==> config.mk <==
export PLATFORM = sky130hd
export DESIGN_NAME = epoch_fenced_publish_gate_top
export DESIGN_NICKNAME = d
export VERILOG_FILES = /design/src/rtl/epfg_pkg.sv /design/src/rtl/epfg_ram.sv /design/src/rtl/epfg_front.sv /design/src/rtl/epfg_queue.sv /design/src/rtl/epfg_back.sv /design/src/rtl/epoch_fenced_publish_gate_top.sv
export SDC_FILE = /design/constraint.sdc
export NUM_CORES = 2
export LEC_CHECK = 0
export BUFFER_PORTS_ARGS = -buffer_cell sky130_fd_sc_hd__buf_2
export CELL_PAD_IN_SITES_DETAIL_PLACEMENT = 1
export CELL_PAD_IN_SITES_GLOBAL_PLACEMENT = 2
export CORE_MARGIN = 1
export CORE_UTILIZATION = 49
export CTS_CLUSTER_DIAMETER = 200
export CTS_CLUSTER_SIZE = 10
export DETAILED_ROUTE_END_ITERATION = 10
export GPL_ROUTABILITY_DRIVEN = 0
export PLACE_DENSITY = 0.82
export RECOVER_POWER = 25
export SLEW_MARGIN = 40
export SYNTH_ARGS = -nofsm -noshare
export SYNTH_HDL_FRONTEND = slang
export SYNTH_SLANG_ARGS = --single-unit
==> constraint.sdc <==
create_clock -name clk -period 20.8 [get_ports clk]
set_input_delay 4.16 -clock clk [delete_from_list [all_inputs] [get_ports clk]]
set_output_delay 4.16 -clock clk [all_outputs]
set_load 0.005 [all_outputs]
==> src/rtl/epfg_pkg.sv <==
// Package for the epoch fenced publish gate: sizes, codes, queue item type.
// Used by every module of the block but epfg_ram; no dependencies.
`default_nettype none

package epfg_pkg;

    localparam int TABLE_ENTRIES = 16;
    localparam int ID_BITS       = 64;

    localparam int IDX_BITS = (TABLE_ENTRIES > 1) ? $clog2(TABLE_ENTRIES) : 1;
    localparam int CNT_BITS = $clog2(TABLE_ENTRIES + 1);

    localparam int Q_DEPTH    = 2;
    localparam int Q_PTR_BITS = (Q_DEPTH > 1) ? $clog2(Q_DEPTH) : 1;
    localparam int Q_CNT_BITS = $clog2(Q_DEPTH + 1);

    localparam int CFG_IDX_BITS = 2;
    localparam logic [CFG_IDX_BITS-1:0] CFG_EXP_FMT  = 2'd0;
    localparam logic [CFG_IDX_BITS-1:0] CFG_NO_OWNER = 2'd1;

    localparam logic [31:0] EXP_FMT_RESET  = 32'd1;
    localparam logic [31:0] NO_OWNER_RESET = 32'hFFFF_FFFF;

    localparam logic OP_SUBMIT  = 1'b0;
    localparam logic OP_PROMOTE = 1'b1;

    localparam logic [1:0] K_LOOKUP   = 2'd0;
    localparam logic [1:0] K_PROMOTE  = 2'd1;
    localparam logic [1:0] K_INCOMPAT = 2'd2;
    localparam logic [1:0] K_EXPIRED  = 2'd3;

    localparam logic [3:0] OUT_COMMIT    = 4'd0;
    localparam logic [3:0] OUT_SHADOW    = 4'd1;
    localparam logic [3:0] OUT_INCOMPAT  = 4'd2;
    localparam logic [3:0] OUT_EXPIRED   = 4'd3;
    localparam logic [3:0] OUT_FULL      = 4'd4;
    localparam logic [3:0] OUT_NO_OWNER  = 4'd5;
    localparam logic [3:0] OUT_STALE     = 4'd6;
    localparam logic [3:0] OUT_DUPLICATE = 4'd7;
    localparam logic [3:0] OUT_PROMOTED  = 4'd8;

    typedef struct packed {
        logic [1:0]         kind;
        logic [ID_BITS-1:0] key;
        logic [31:0]        submitter;
        logic [63:0]        epoch;
        logic [63:0]        window;
    } q_item_t;

    typedef struct packed {
        logic                    we;
        logic [CFG_IDX_BITS-1:0] index;
        logic [31:0]             data;
    } cfg_wr_t;

    function automatic logic [3:0] idx_to_out(input logic [IDX_BITS-1:0] idx);
        logic [IDX_BITS+3:0] w;
        w = {4'b0000, idx};
        return w[3:0];
    endfunction

endpackage

`default_nettype wire

==> src/rtl/epfg_ram.sv <==
// Generic simple dual port RAM: one write port, one read port, registered read.
// No dependencies.
`default_nettype none

module epfg_ram #(
    parameter int WIDTH = 64,
    parameter int DEPTH = 16,
    localparam int ADDR_BITS = (DEPTH > 1) ? $clog2(DEPTH) : 1
) (
    input  wire logic                 clk,
    input  wire logic                 we,
    input  wire logic [ADDR_BITS-1:0] waddr,
    input  wire logic [WIDTH-1:0]     wdata,
    input  wire logic [ADDR_BITS-1:0] raddr,
    output logic      [WIDTH-1:0]     rdata
);

    logic [WIDTH-1:0] mem [DEPTH];

    always_ff @(posedge clk)
    begin
        if (we)
        begin
            mem[waddr] <= wdata;
        end
        rdata <= mem[raddr];
    end

endmodule

`default_nettype wire

==> src/rtl/epfg_front.sv <==
// Front end: takes submit/promote transfers, holds the format version register,
// classifies each item for the back end. Depends on epfg_pkg.
`default_nettype none

module epfg_front (
    input  wire logic             clk,
    input  wire logic             rst_n,
    input  wire epfg_pkg::cfg_wr_t cfg,
    input  wire logic             in_valid,
    output logic                  in_ready,
    input  wire logic             opcode,
    input  wire logic             layout_ok,
    input  wire logic [31:0]      format_version,
    input  wire logic [63:0]      expiry_time,
    input  wire logic [63:0]      now_time,
    input  wire logic [63:0]      stream_id,
    input  wire logic [31:0]      submitter_id,
    input  wire logic [63:0]      submit_epoch,
    input  wire logic [63:0]      window_number,
    input  wire logic             q_full,
    output logic                  q_push,
    output epfg_pkg::q_item_t     q_item
);

    logic [31:0] exp_fmt_reg;
    logic [31:0] exp_fmt_next;

    always_comb
    begin
        exp_fmt_next = exp_fmt_reg;
        if (cfg.we && (cfg.index == epfg_pkg::CFG_EXP_FMT))
        begin
            exp_fmt_next = cfg.data;
        end
    end

    always_ff @(posedge clk or negedge rst_n)
    begin
        if (!rst_n)
        begin
            exp_fmt_reg <= epfg_pkg::EXP_FMT_RESET;
        end
        else
        begin
            exp_fmt_reg <= exp_fmt_next;
        end
    end

    assign in_ready = !q_full;
    assign q_push   = in_valid && !q_full;

    always_comb
    begin
        q_item.key       = stream_id[epfg_pkg::ID_BITS-1:0];
        q_item.submitter = submitter_id;
        q_item.epoch     = submit_epoch;
        q_item.window    = window_number;
        if (opcode == epfg_pkg::OP_PROMOTE)
        begin
            q_item.kind = epfg_pkg::K_PROMOTE;
        end
        else if (!layout_ok || (format_version != exp_fmt_reg))
        begin
            q_item.kind = epfg_pkg::K_INCOMPAT;
        end
        else if ($signed(expiry_time) <= $signed(now_time))
        begin
            q_item.kind = epfg_pkg::K_EXPIRED;
        end
        else
        begin
            q_item.kind = epfg_pkg::K_LOOKUP;
        end
    end

endmodule

`default_nettype wire

==> src/rtl/epfg_queue.sv <==
// Short queue of classified items between front and back end.
// Depends on epfg_pkg.
`default_nettype none

module epfg_queue (
    input  wire logic              clk,
    input  wire logic              rst_n,
    input  wire logic              push,
    input  wire epfg_pkg::q_item_t push_item,
    output logic                   full,
    input  wire logic              pop,
    output logic                   empty,
    output epfg_pkg::q_item_t      head
);

    epfg_pkg::q_item_t slot_reg [epfg_pkg::Q_DEPTH];

    logic [epfg_pkg::Q_PTR_BITS-1:0] wr_ptr_reg, wr_ptr_next;
    logic [epfg_pkg::Q_PTR_BITS-1:0] rd_ptr_reg, rd_ptr_next;
    logic [epfg_pkg::Q_CNT_BITS-1:0] count_reg, count_next;

    assign full  = (count_reg == epfg_pkg::Q_CNT_BITS'(epfg_pkg::Q_DEPTH));
    assign empty = (count_reg == '0);
    assign head  = slot_reg[rd_ptr_reg];

    function automatic logic [epfg_pkg::Q_PTR_BITS-1:0] ptr_inc(
        input logic [epfg_pkg::Q_PTR_BITS-1:0] p);
        logic [epfg_pkg::Q_PTR_BITS-1:0] r;
        if (p == epfg_pkg::Q_PTR_BITS'(epfg_pkg::Q_DEPTH - 1))
        begin
            r = '0;
        end
        else
        begin
            r = p + 1'b1;
        end
        return r;
    endfunction

    always_comb
    begin
        wr_ptr_next = wr_ptr_reg;
        rd_ptr_next = rd_ptr_reg;
        count_next  = count_reg;
        if (push)
        begin
            wr_ptr_next = ptr_inc(wr_ptr_reg);
        end
        if (pop)
        begin
            rd_ptr_next = ptr_inc(rd_ptr_reg);
        end
        if (push && !pop)
        begin
            count_next = count_reg + 1'b1;
        end
        else if (pop && !push)
        begin
            count_next = count_reg - 1'b1;
        end
    end

    always_ff @(posedge clk or negedge rst_n)
    begin
        if (!rst_n)
        begin
            wr_ptr_reg <= '0;
            rd_ptr_reg <= '0;
            count_reg  <= '0;
        end
        else
        begin
            wr_ptr_reg <= wr_ptr_next;
            rd_ptr_reg <= rd_ptr_next;
            count_reg  <= count_next;
        end
    end

    always_ff @(posedge clk)
    begin
        if (push)
        begin
            slot_reg[wr_ptr_reg] <= push_item;
        end
    end

endmodule

`default_nettype wire

==> src/rtl/epfg_back.sv <==
// Back end: stream table walk, owner/epoch fence, replay filter, result register.
// Depends on epfg_pkg and epfg_ram.
`default_nettype none

module epfg_back (
    input  wire logic                    clk,
    input  wire logic                    rst_n,
    input  wire epfg_pkg::cfg_wr_t       cfg,
    input  wire logic                    q_empty,
    input  wire epfg_pkg::q_item_t       q_head,
    output logic                         q_pop,
    output logic                         out_valid,
    input  wire logic                    out_ready,
    output logic [3:0]                   outcome,
    output logic                         index_valid,
    output logic [3:0]                   entry_index,
    output logic [63:0]                  cur_epoch
);

    localparam int IB = epfg_pkg::IDX_BITS;
    localparam int CB = epfg_pkg::CNT_BITS;
    localparam int TE = epfg_pkg::TABLE_ENTRIES;
    localparam int KB = epfg_pkg::ID_BITS;

    localparam logic [1:0] ST_IDLE   = 2'd0;
    localparam logic [1:0] ST_SCAN   = 2'd1;
    localparam logic [1:0] ST_DECIDE = 2'd2;

    logic [1:0]    state_reg, state_next;
    logic [CB-1:0] used_reg, used_next;
    logic [TE-1:0] committed_reg, committed_next;
    logic [63:0]   epoch_reg, epoch_next;
    logic [31:0]   owner_reg, owner_next;
    logic [31:0]   no_owner_reg, no_owner_next;
    logic [IB-1:0] cmp_idx_reg, cmp_idx_next;
    logic          found_reg, found_next;
    logic          out_valid_reg, out_valid_next;

    epfg_pkg::q_item_t item_reg, item_next;
    logic [IB-1:0] hit_idx_reg, hit_idx_next;
    logic [63:0]   last_win_reg, last_win_next;
    logic [3:0]    outcome_reg, outcome_next;
    logic          idx_valid_reg, idx_valid_next;
    logic [3:0]    entry_index_reg, entry_index_next;

    logic          out_free;
    logic [CB-1:0] cmp_succ;
    logic [IB-1:0] rd_addr;
    logic [KB-1:0] key_q;
    logic [63:0]   win_q;

    logic          dec_full;
    logic          dec_alloc;
    logic          dec_commit;
    logic          dec_dup;
    logic [IB-1:0] dec_idx;
    logic [3:0]    dec_outcome;
    logic          key_we;
    logic          win_we;
    logic [63:0]   win_wdata;

    assign out_free = !out_valid_reg || out_ready;
    assign q_pop    = (state_reg == ST_IDLE) && !q_empty && out_free;
    assign cmp_succ = CB'(cmp_idx_reg) + 1'b1;
    assign rd_addr  = (state_reg == ST_SCAN) ? cmp_succ[IB-1:0] : '0;

    // decision on the item whose table walk is done
    always_comb
    begin
        dec_full  = !found_reg && (used_reg == CB'(TE));
        dec_alloc = !found_reg && !dec_full;
        dec_idx   = found_reg ? hit_idx_reg : used_reg[IB-1:0];
        dec_dup   = found_reg && committed_reg[dec_idx]
                    && (item_reg.window <= last_win_reg);
        if (dec_full)
        begin
            dec_outcome = epfg_pkg::OUT_FULL;
        end
        else if (owner_reg == no_owner_reg)
        begin
            dec_outcome = epfg_pkg::OUT_NO_OWNER;
        end
        else if (item_reg.submitter != owner_reg)
        begin
            dec_outcome = (item_reg.epoch < epoch_reg) ? epfg_pkg::OUT_STALE
                                                       : epfg_pkg::OUT_SHADOW;
        end
        else if (item_reg.epoch != epoch_reg)
        begin
            dec_outcome = epfg_pkg::OUT_STALE;
        end
        else if (dec_dup)
        begin
            dec_outcome = epfg_pkg::OUT_DUPLICATE;
        end
        else
        begin
            dec_outcome = epfg_pkg::OUT_COMMIT;
        end
        dec_commit = !dec_full && (dec_outcome == epfg_pkg::OUT_COMMIT);
        key_we     = (state_reg == ST_DECIDE) && dec_alloc;
        win_we     = (state_reg == ST_DECIDE) && (dec_alloc || dec_commit);
        win_wdata  = dec_commit ? item_reg.window : 64'd0;
    end

    always_comb
    begin
        state_next       = state_reg;
        used_next        = used_reg;
        committed_next   = committed_reg;
        epoch_next       = epoch_reg;
        owner_next       = owner_reg;
        no_owner_next    = no_owner_reg;
        cmp_idx_next     = cmp_idx_reg;
        found_next       = found_reg;
        out_valid_next   = out_valid_reg && !out_ready;
        item_next        = item_reg;
        hit_idx_next     = hit_idx_reg;
        last_win_next    = last_win_reg;
        outcome_next     = outcome_reg;
        idx_valid_next   = idx_valid_reg;
        entry_index_next = entry_index_reg;

        if (cfg.we && (cfg.index == epfg_pkg::CFG_NO_OWNER))
        begin
            no_owner_next = cfg.data;
        end

        case (state_reg)
            ST_IDLE:
            begin
                if (q_pop)
                begin
                    item_next        = q_head;
                    idx_valid_next   = 1'b0;
                    entry_index_next = 4'd0;
                    case (q_head.kind)
                        epfg_pkg::K_PROMOTE:
                        begin
                            epoch_next     = epoch_reg + 64'd1;
                            owner_next     = q_head.submitter;
                            outcome_next   = epfg_pkg::OUT_PROMOTED;
                            out_valid_next = 1'b1;
                        end
                        epfg_pkg::K_INCOMPAT:
                        begin
                            outcome_next   = epfg_pkg::OUT_INCOMPAT;
                            out_valid_next = 1'b1;
                        end
                        epfg_pkg::K_EXPIRED:
                        begin
                            outcome_next   = epfg_pkg::OUT_EXPIRED;
                            out_valid_next = 1'b1;
                        end
                        default:
                        begin
                            cmp_idx_next = '0;
                            found_next   = 1'b0;
                            state_next   = (used_reg == '0) ? ST_DECIDE : ST_SCAN;
                        end
                    endcase
                end
            end
            ST_SCAN:
            begin
                if (key_q == item_reg.key)
                begin
                    found_next    = 1'b1;
                    hit_idx_next  = cmp_idx_reg;
                    last_win_next = win_q;
                    state_next    = ST_DECIDE;
                end
                else if (cmp_succ == used_reg)
                begin
                    state_next = ST_DECIDE;
                end
                else
                begin
                    cmp_idx_next = cmp_succ[IB-1:0];
                end
            end
            ST_DECIDE:
            begin
                outcome_next     = dec_outcome;
                idx_valid_next   = !dec_full;
                entry_index_next = dec_full ? 4'd0 : epfg_pkg::idx_to_out(dec_idx);
                out_valid_next   = 1'b1;
                if (dec_alloc)
                begin
                    used_next               = used_reg + 1'b1;
                    committed_next[dec_idx] = 1'b0;
                end
                if (dec_commit)
                begin
                    committed_next[dec_idx] = 1'b1;
                end
                state_next = ST_IDLE;
            end
            default:
            begin
                state_next = ST_IDLE;
            end
        endcase
    end

    always_ff @(posedge clk or negedge rst_n)
    begin
        if (!rst_n)
        begin
            state_reg     <= ST_IDLE;
            used_reg      <= '0;
            committed_reg <= '0;
            epoch_reg     <= '0;
            owner_reg     <= epfg_pkg::NO_OWNER_RESET;
            no_owner_reg  <= epfg_pkg::NO_OWNER_RESET;
            cmp_idx_reg   <= '0;
            found_reg     <= 1'b0;
            out_valid_reg <= 1'b0;
        end
        else
        begin
            state_reg     <= state_next;
            used_reg      <= used_next;
            committed_reg <= committed_next;
            epoch_reg     <= epoch_next;
            owner_reg     <= owner_next;
            no_owner_reg  <= no_owner_next;
            cmp_idx_reg   <= cmp_idx_next;
            found_reg     <= found_next;
            out_valid_reg <= out_valid_next;
        end
    end

    always_ff @(posedge clk)
    begin
        item_reg        <= item_next;
        hit_idx_reg     <= hit_idx_next;
        last_win_reg    <= last_win_next;
        outcome_reg     <= outcome_next;
        idx_valid_reg   <= idx_valid_next;
        entry_index_reg <= entry_index_next;
    end

    epfg_ram #(
        .WIDTH(KB),
        .DEPTH(TE)
    ) u_key_ram (
        .clk  (clk),
        .we   (key_we),
        .waddr(dec_idx),
        .wdata(item_reg.key),
        .raddr(rd_addr),
        .rdata(key_q)
    );

    epfg_ram #(
        .WIDTH(64),
        .DEPTH(TE)
    ) u_win_ram (
        .clk  (clk),
        .we   (win_we),
        .waddr(dec_idx),
        .wdata(win_wdata),
        .raddr(rd_addr),
        .rdata(win_q)
    );

    assign out_valid   = out_valid_reg;
    assign outcome     = outcome_reg;
    assign index_valid = idx_valid_reg;
    assign entry_index = entry_index_reg;
    assign cur_epoch   = epoch_reg;

    a_used_bound: assert property (@(posedge clk) disable iff (!rst_n)
        used_reg <= CB'(TE))
        else $error("table fill count above table size");

    a_used_step: assert property (@(posedge clk) disable iff (!rst_n)
        1'b1 |=> (used_reg == $past(used_reg))
                 || (used_reg == $past(used_reg) + 1'b1))
        else $error("table fill count moved by more than one");

    a_decide_slot_free: assert property (@(posedge clk) disable iff (!rst_n)
        (state_reg == ST_DECIDE) |-> !out_valid_reg)
        else $error("decision reached with result slot occupied");

    a_commit_marks: assert property (@(posedge clk) disable iff (!rst_n)
        ((state_reg == ST_DECIDE) && dec_commit) |=> committed_reg[$past(dec_idx)])
        else $error("commit did not mark entry as committed");

    a_pop_slot_free: assert property (@(posedge clk) disable iff (!rst_n)
        (state_reg != ST_IDLE) |-> (q_pop == 1'b0))
        else $error("queue popped while an item is in progress");

endmodule

`default_nettype wire

==> src/rtl/epoch_fenced_publish_gate_top.sv <==
// Epoch fenced publish gate: decides whether a submitted result may be
// published; owner promotion by epoch. Depends on epfg_pkg, epfg_front,
// epfg_queue, epfg_back, epfg_ram.
//
// Usage:
//   s_* carries one submit or promote item per transfer; m_* returns exactly
//   one result per item, in order. cfg_we/cfg_index/cfg_data write the format
//   version (index 0) and the no-owner code (index 1) while the block is idle.
//   Promote, incompatible and expired items pass through the queue and are
//   answered straight from the idle state. A stream lookup walks the table,
//   comparing 1 to 16 entries (none on an empty table): the walk reads one
//   key and window per cycle from the table RAMs, then a decide step
//   updates the table. Early rejects and promotes flow at one item per cycle
//   while m_tready is high; a lookup holds the back end until it is decided.
//   The front accepts up to two items into its queue while the back end works
//   or the result waits; when m_tready stays low the result holds, the queue
//   fills and s_tready drops.
//   Reset (rst_n low, asynchronous) empties the table and queue, sets the
//   epoch to zero and the owner to the no-owner code; no clearing pass.
`default_nettype none

module epoch_fenced_publish_gate_top (
    input  wire logic                              clk,
    input  wire logic                              rst_n,
    input  wire logic                              s_tvalid,
    output logic                                   s_tready,
    // format_version[31:0], expiry_time[95:32], now_time[159:96],
    // stream_id[223:160], submitter_id[255:224], submit_epoch[319:256],
    // window_number[383:320]
    input  wire logic [383:0]                      s_tdata,
    // opcode[0], layout_ok[1]
    input  wire logic [1:0]                        s_tuser,
    output logic                                   m_tvalid,
    input  wire logic                              m_tready,
    // entry_index[3:0], cur_epoch[67:4], zero[71:68]
    output logic [71:0]                            m_tdata,
    // outcome[3:0], index_valid[4]
    output logic [4:0]                             m_tuser,
    input  wire logic                              cfg_we,
    input  wire logic [epfg_pkg::CFG_IDX_BITS-1:0] cfg_index,
    input  wire logic [31:0]                       cfg_data
);

    epfg_pkg::cfg_wr_t cfg;
    epfg_pkg::q_item_t push_item;
    epfg_pkg::q_item_t q_head;
    logic              q_push;
    logic              q_pop;
    logic              q_full;
    logic              q_empty;
    logic [3:0]        outcome;
    logic              index_valid;
    logic [3:0]        entry_index;
    logic [63:0]       cur_epoch;

    assign cfg.we    = cfg_we;
    assign cfg.index = cfg_index;
    assign cfg.data  = cfg_data;

    epfg_front u_front (
        .clk           (clk),
        .rst_n         (rst_n),
        .cfg           (cfg),
        .in_valid      (s_tvalid),
        .in_ready      (s_tready),
        .opcode        (s_tuser[0]),
        .layout_ok     (s_tuser[1]),
        .format_version(s_tdata[31:0]),
        .expiry_time   (s_tdata[95:32]),
        .now_time      (s_tdata[159:96]),
        .stream_id     (s_tdata[223:160]),
        .submitter_id  (s_tdata[255:224]),
        .submit_epoch  (s_tdata[319:256]),
        .window_number (s_tdata[383:320]),
        .q_full        (q_full),
        .q_push        (q_push),
        .q_item        (push_item)
    );

    epfg_queue u_queue (
        .clk      (clk),
        .rst_n    (rst_n),
        .push     (q_push),
        .push_item(push_item),
        .full     (q_full),
        .pop      (q_pop),
        .empty    (q_empty),
        .head     (q_head)
    );

    epfg_back u_back (
        .clk        (clk),
        .rst_n      (rst_n),
        .cfg        (cfg),
        .q_empty    (q_empty),
        .q_head     (q_head),
        .q_pop      (q_pop),
        .out_valid  (m_tvalid),
        .out_ready  (m_tready),
        .outcome    (outcome),
        .index_valid(index_valid),
        .entry_index(entry_index),
        .cur_epoch  (cur_epoch)
    );

    assign m_tdata = {4'b0000, cur_epoch, entry_index};
    assign m_tuser = {index_valid, outcome};

endmodule

`default_nettype wire
==> results.tsv <==
stage	metric	value	unit
cts	postcts setup bufs	0	
route	WL per Instance	27.6	µm
synthesis	Synth top area share	68.0	%
grt	initial antenna violation count	58	
placed_design	Port-buffer cells	499	
placed_design	dpl hpwl	192000	µm
timing	number of setup violations in the final report	0	
status	failing checks	capacitance limit, slew limit	
route	Via density	5.95	
synthesis	share of the yosys chip area belonging to registers	74.1	%
cts	Clock Latency Late Sink	0.98	ns
flow_run	max_cap viols	17	
cts	Clock Tree Buf Depth	4	
timing	clock skew	0.0665	ns
route	router iterations before antenna repair	6	
cts	Clock Root Buffer	clkbuf_16	
finish	fin util	56.1	%
min_path	Worst Hold Class	register to register	
synthesis	top_reg_cell synth	edfxtp_1	
route	1st-iter DRT viols	6037	
timing	Final period util	44.9	%
synthesis	mean post-synth cell area	15.1	µm²
power_and_ir_drop	worst vdd ir	0.103	mV
finish	nets@finish	9393	
timing	Final Max Slew Viols	593	
timing	Final min period	9.35	ns
worst_setup_path	Crit Path Category	register to register	
timing	setup_tns	0	ns
die	die height	504	µm
finish	share of layout cells above drive strength 1	14.9	%
power_and_ir_drop	Pwr Density	93.8	nW/µm²
die	Rows	184	
route	# DRC	0	
cts	Num CTS Buffers	362	
die	IO Count	504	
cts	Worst-path clk slew	0.06	ns
cts	CTS tree	built	
grt	vias in the first global route	79200	
worst_setup_path	CP Launch Type	register	
power_and_ir_drop	leakage power	47.9	nW
cts	# H-tree levels	5	
grt	pin count of the biggest net entering global routing	162	
synthesis	post-synthesis sequential element count	3122	
worst_setup_path	critical path fanouts, max	79	
route	Routed Antenna Nets	0	
route	vias after detailed routing	73700	
timing	RSZ-0062 raised after global routing	no	
worst_setup_path	Critical Path RT	21.46	ns
synthesis	synth warn	0	
synthesis	top cells by area, synth	edfxtp_1 (68%), nand2_1 (4.1%), mux2_2 (2.9%)	
synthesis	Synth area leader	edfxtp_1	
status	status	complete, but fails checks	
finish	area delta synth->final	13.9	%
cts	post-CTS sizing	0	
timing	Slew @ Worst Pin	5.22	ns
worst_setup_path	Crit path arrival time	10.00	ns
worst_setup_path	crit end category	register	
synthesis	number of distinct library cells after synthesis	74	
synthesis	Netlist Area Pre-Place	124000	µm²
die	core area	251000	µm²
grt	total routing usage reported by global routing	26.6	%
synthesis	Post-synth EDFFs	2801	
cts	cts hold-fix bufs	0	
die	die footprint	254000	µm²
die	Die X	504	µm
timing	fmax	0.107	GHz
grt	first-pass GRT wire length	508000	µm
synthesis	Mapped Cells	8213	
synthesis	FFs w/ async S/R, synth	6.18	%
timing	Relative slew margins	-248	%
timing	Final Hold Viols	0	
die	Starting Density	49.2	%
grt	GR Overflow Total	0	
route	final wirelength	342000	µm
cts	clock sinks	3122	
-- placed cells by master (no fill, tap or decap), drive strengths merged, types with 197 or more instances in the layout --
cell type	synthesis	layout
buf	48	623
inv	213	219
a311oi	384	384
edfxtp	2801	2801
mux2i	261	261
clkbuf	407	627
a21oi	197	197
ha	201	201
nor2b	277	277
mux2	322	322
nand3	311	311
nand2	1358	1358
a211oi	260	260
-- logic make-up after synthesis --
| logic type | after synthesis | share of synthesized area [%] |
|---|---|---|
| adders and majority gates | 201 | 2.03 |
| AOI/OAI and AO/OA | 1121 | 6.69 |
| xor gates and xnor gates | 236 | 1.67 |
| DFF | 3122 | 74.1 |
| other | 1 | 0.00303 |
| muxes | 587 | 5.12 |
| and+or+nand+nor | 2277 | 8.36 |
| buffers and inverters | 668 | 2.06 |
-- Yosys cell counts, types with 8 or more instances --
cell type	count
buf_1	39
nor2_1	66
edfxtp_1	2801
and3_1	10
dfrtp_1	128
nand2_1	1358
buf_4	8
a211oi_1	259
mux2_2	322
o21ai_0	29
clkbuf_1	405
dfxtp_1	128
nor2b_1	277
dfstp_2	65
a31o_2	16
a21oi_1	197
nor3_1	24
a311oi_1	384
o211a_1	15
xnor2_1	165
a21o_1	34
nand3_1	311
nand2b_1	13
ha_1	201
mux2i_1	261
inv_1	213
and2_1	68
o211ai_1	8
a31oi_1	132
nand4_1	83
xor2_1	71
nor4_1	41
-- final cells by class --
class | count | area (µm²)
flip-flops and latches | 3122 | 91600
clock buffers | 608 | 10100
multi-input cells | 4426 | 29900
fillers | 23500 | 110000
inverters | 213 | 800
diodes | 20 | 50.0
well taps | 3348 | 4190
repair buffers | 642 | 4100
clock inverters | 8 | 119
-- metrics by stage --
stage / hold slack (ns) / setup slack [ns] / std cells / area (µm²) / total power [mW]
final: 0.398 / 11.45 / 12400 / 141000 / 13.2
after global routing: 0.401 / 10.59 / 12400 / 141000 / 13.6
after CTS: 0.395 / 14.43 / 12400 / 141000 / 13.3
after detailed placement: 0.390 / 13.74 / 11700 / 131000 / 7.69
after global placement: 0.387 / 13.45 / 11700 / 130000 / 7.65
after floorplan: 0.386 / 4.64 / 8216 / 124000 / 7.52
-- critical path: stages (launching register included) --
cell and delay, ns:
dfrtp_1 1.96, clkbuf_1 3.75, clkbuf_1 2.52, mux2_1 0.57
-- final timing paths --
| kind | start | to | slack, ns | cells past startpoint |
|---|---|---|---|---|
| min in group asynchronous | rst_n | u_back.cur_epoch[11] | 3.17 | 1 |
| worst min-delay path | u_back.u_win_ram.rdata[53] | u_back.last_win_reg[53] | 0.40 | 0 |
| worst max register to register | u_queue.rd_ptr_reg | u_back.item_reg[170] | 11.45 | 3 |
| worst min register to register | u_back.u_win_ram.rdata[53] | u_back.last_win_reg[53] | 0.40 | 0 |
| worst max-delay path | u_queue.rd_ptr_reg | u_back.item_reg[170] | 11.45 | 3 |
| max in group asynchronous | rst_n | u_back.no_owner_reg[1] | 15.81 | 4 |
-- metal layers --
layer | wire length (µm) | GRT usage [%] | up-vias | part of all wire, %
met3 | 23200 | 5.50 | 561 | 6.8
li1 | - | - | 32200 | -
met5 | 376 | 0 | - | 0.11
met4 | 7580 | 6.66 | 62 | 2.2
met1 | 147000 | 36.4 | 38500 | 43
met2 | 164000 | 43.6 | 2343 | 48
-- where the power goes --
group	internal, mW	switching, mW
clock	3.27	2.37
combinational	0.157	0.278
sequential	7.06	0.0643
total	10.5	2.72
(Power assumes the default switching activity.)
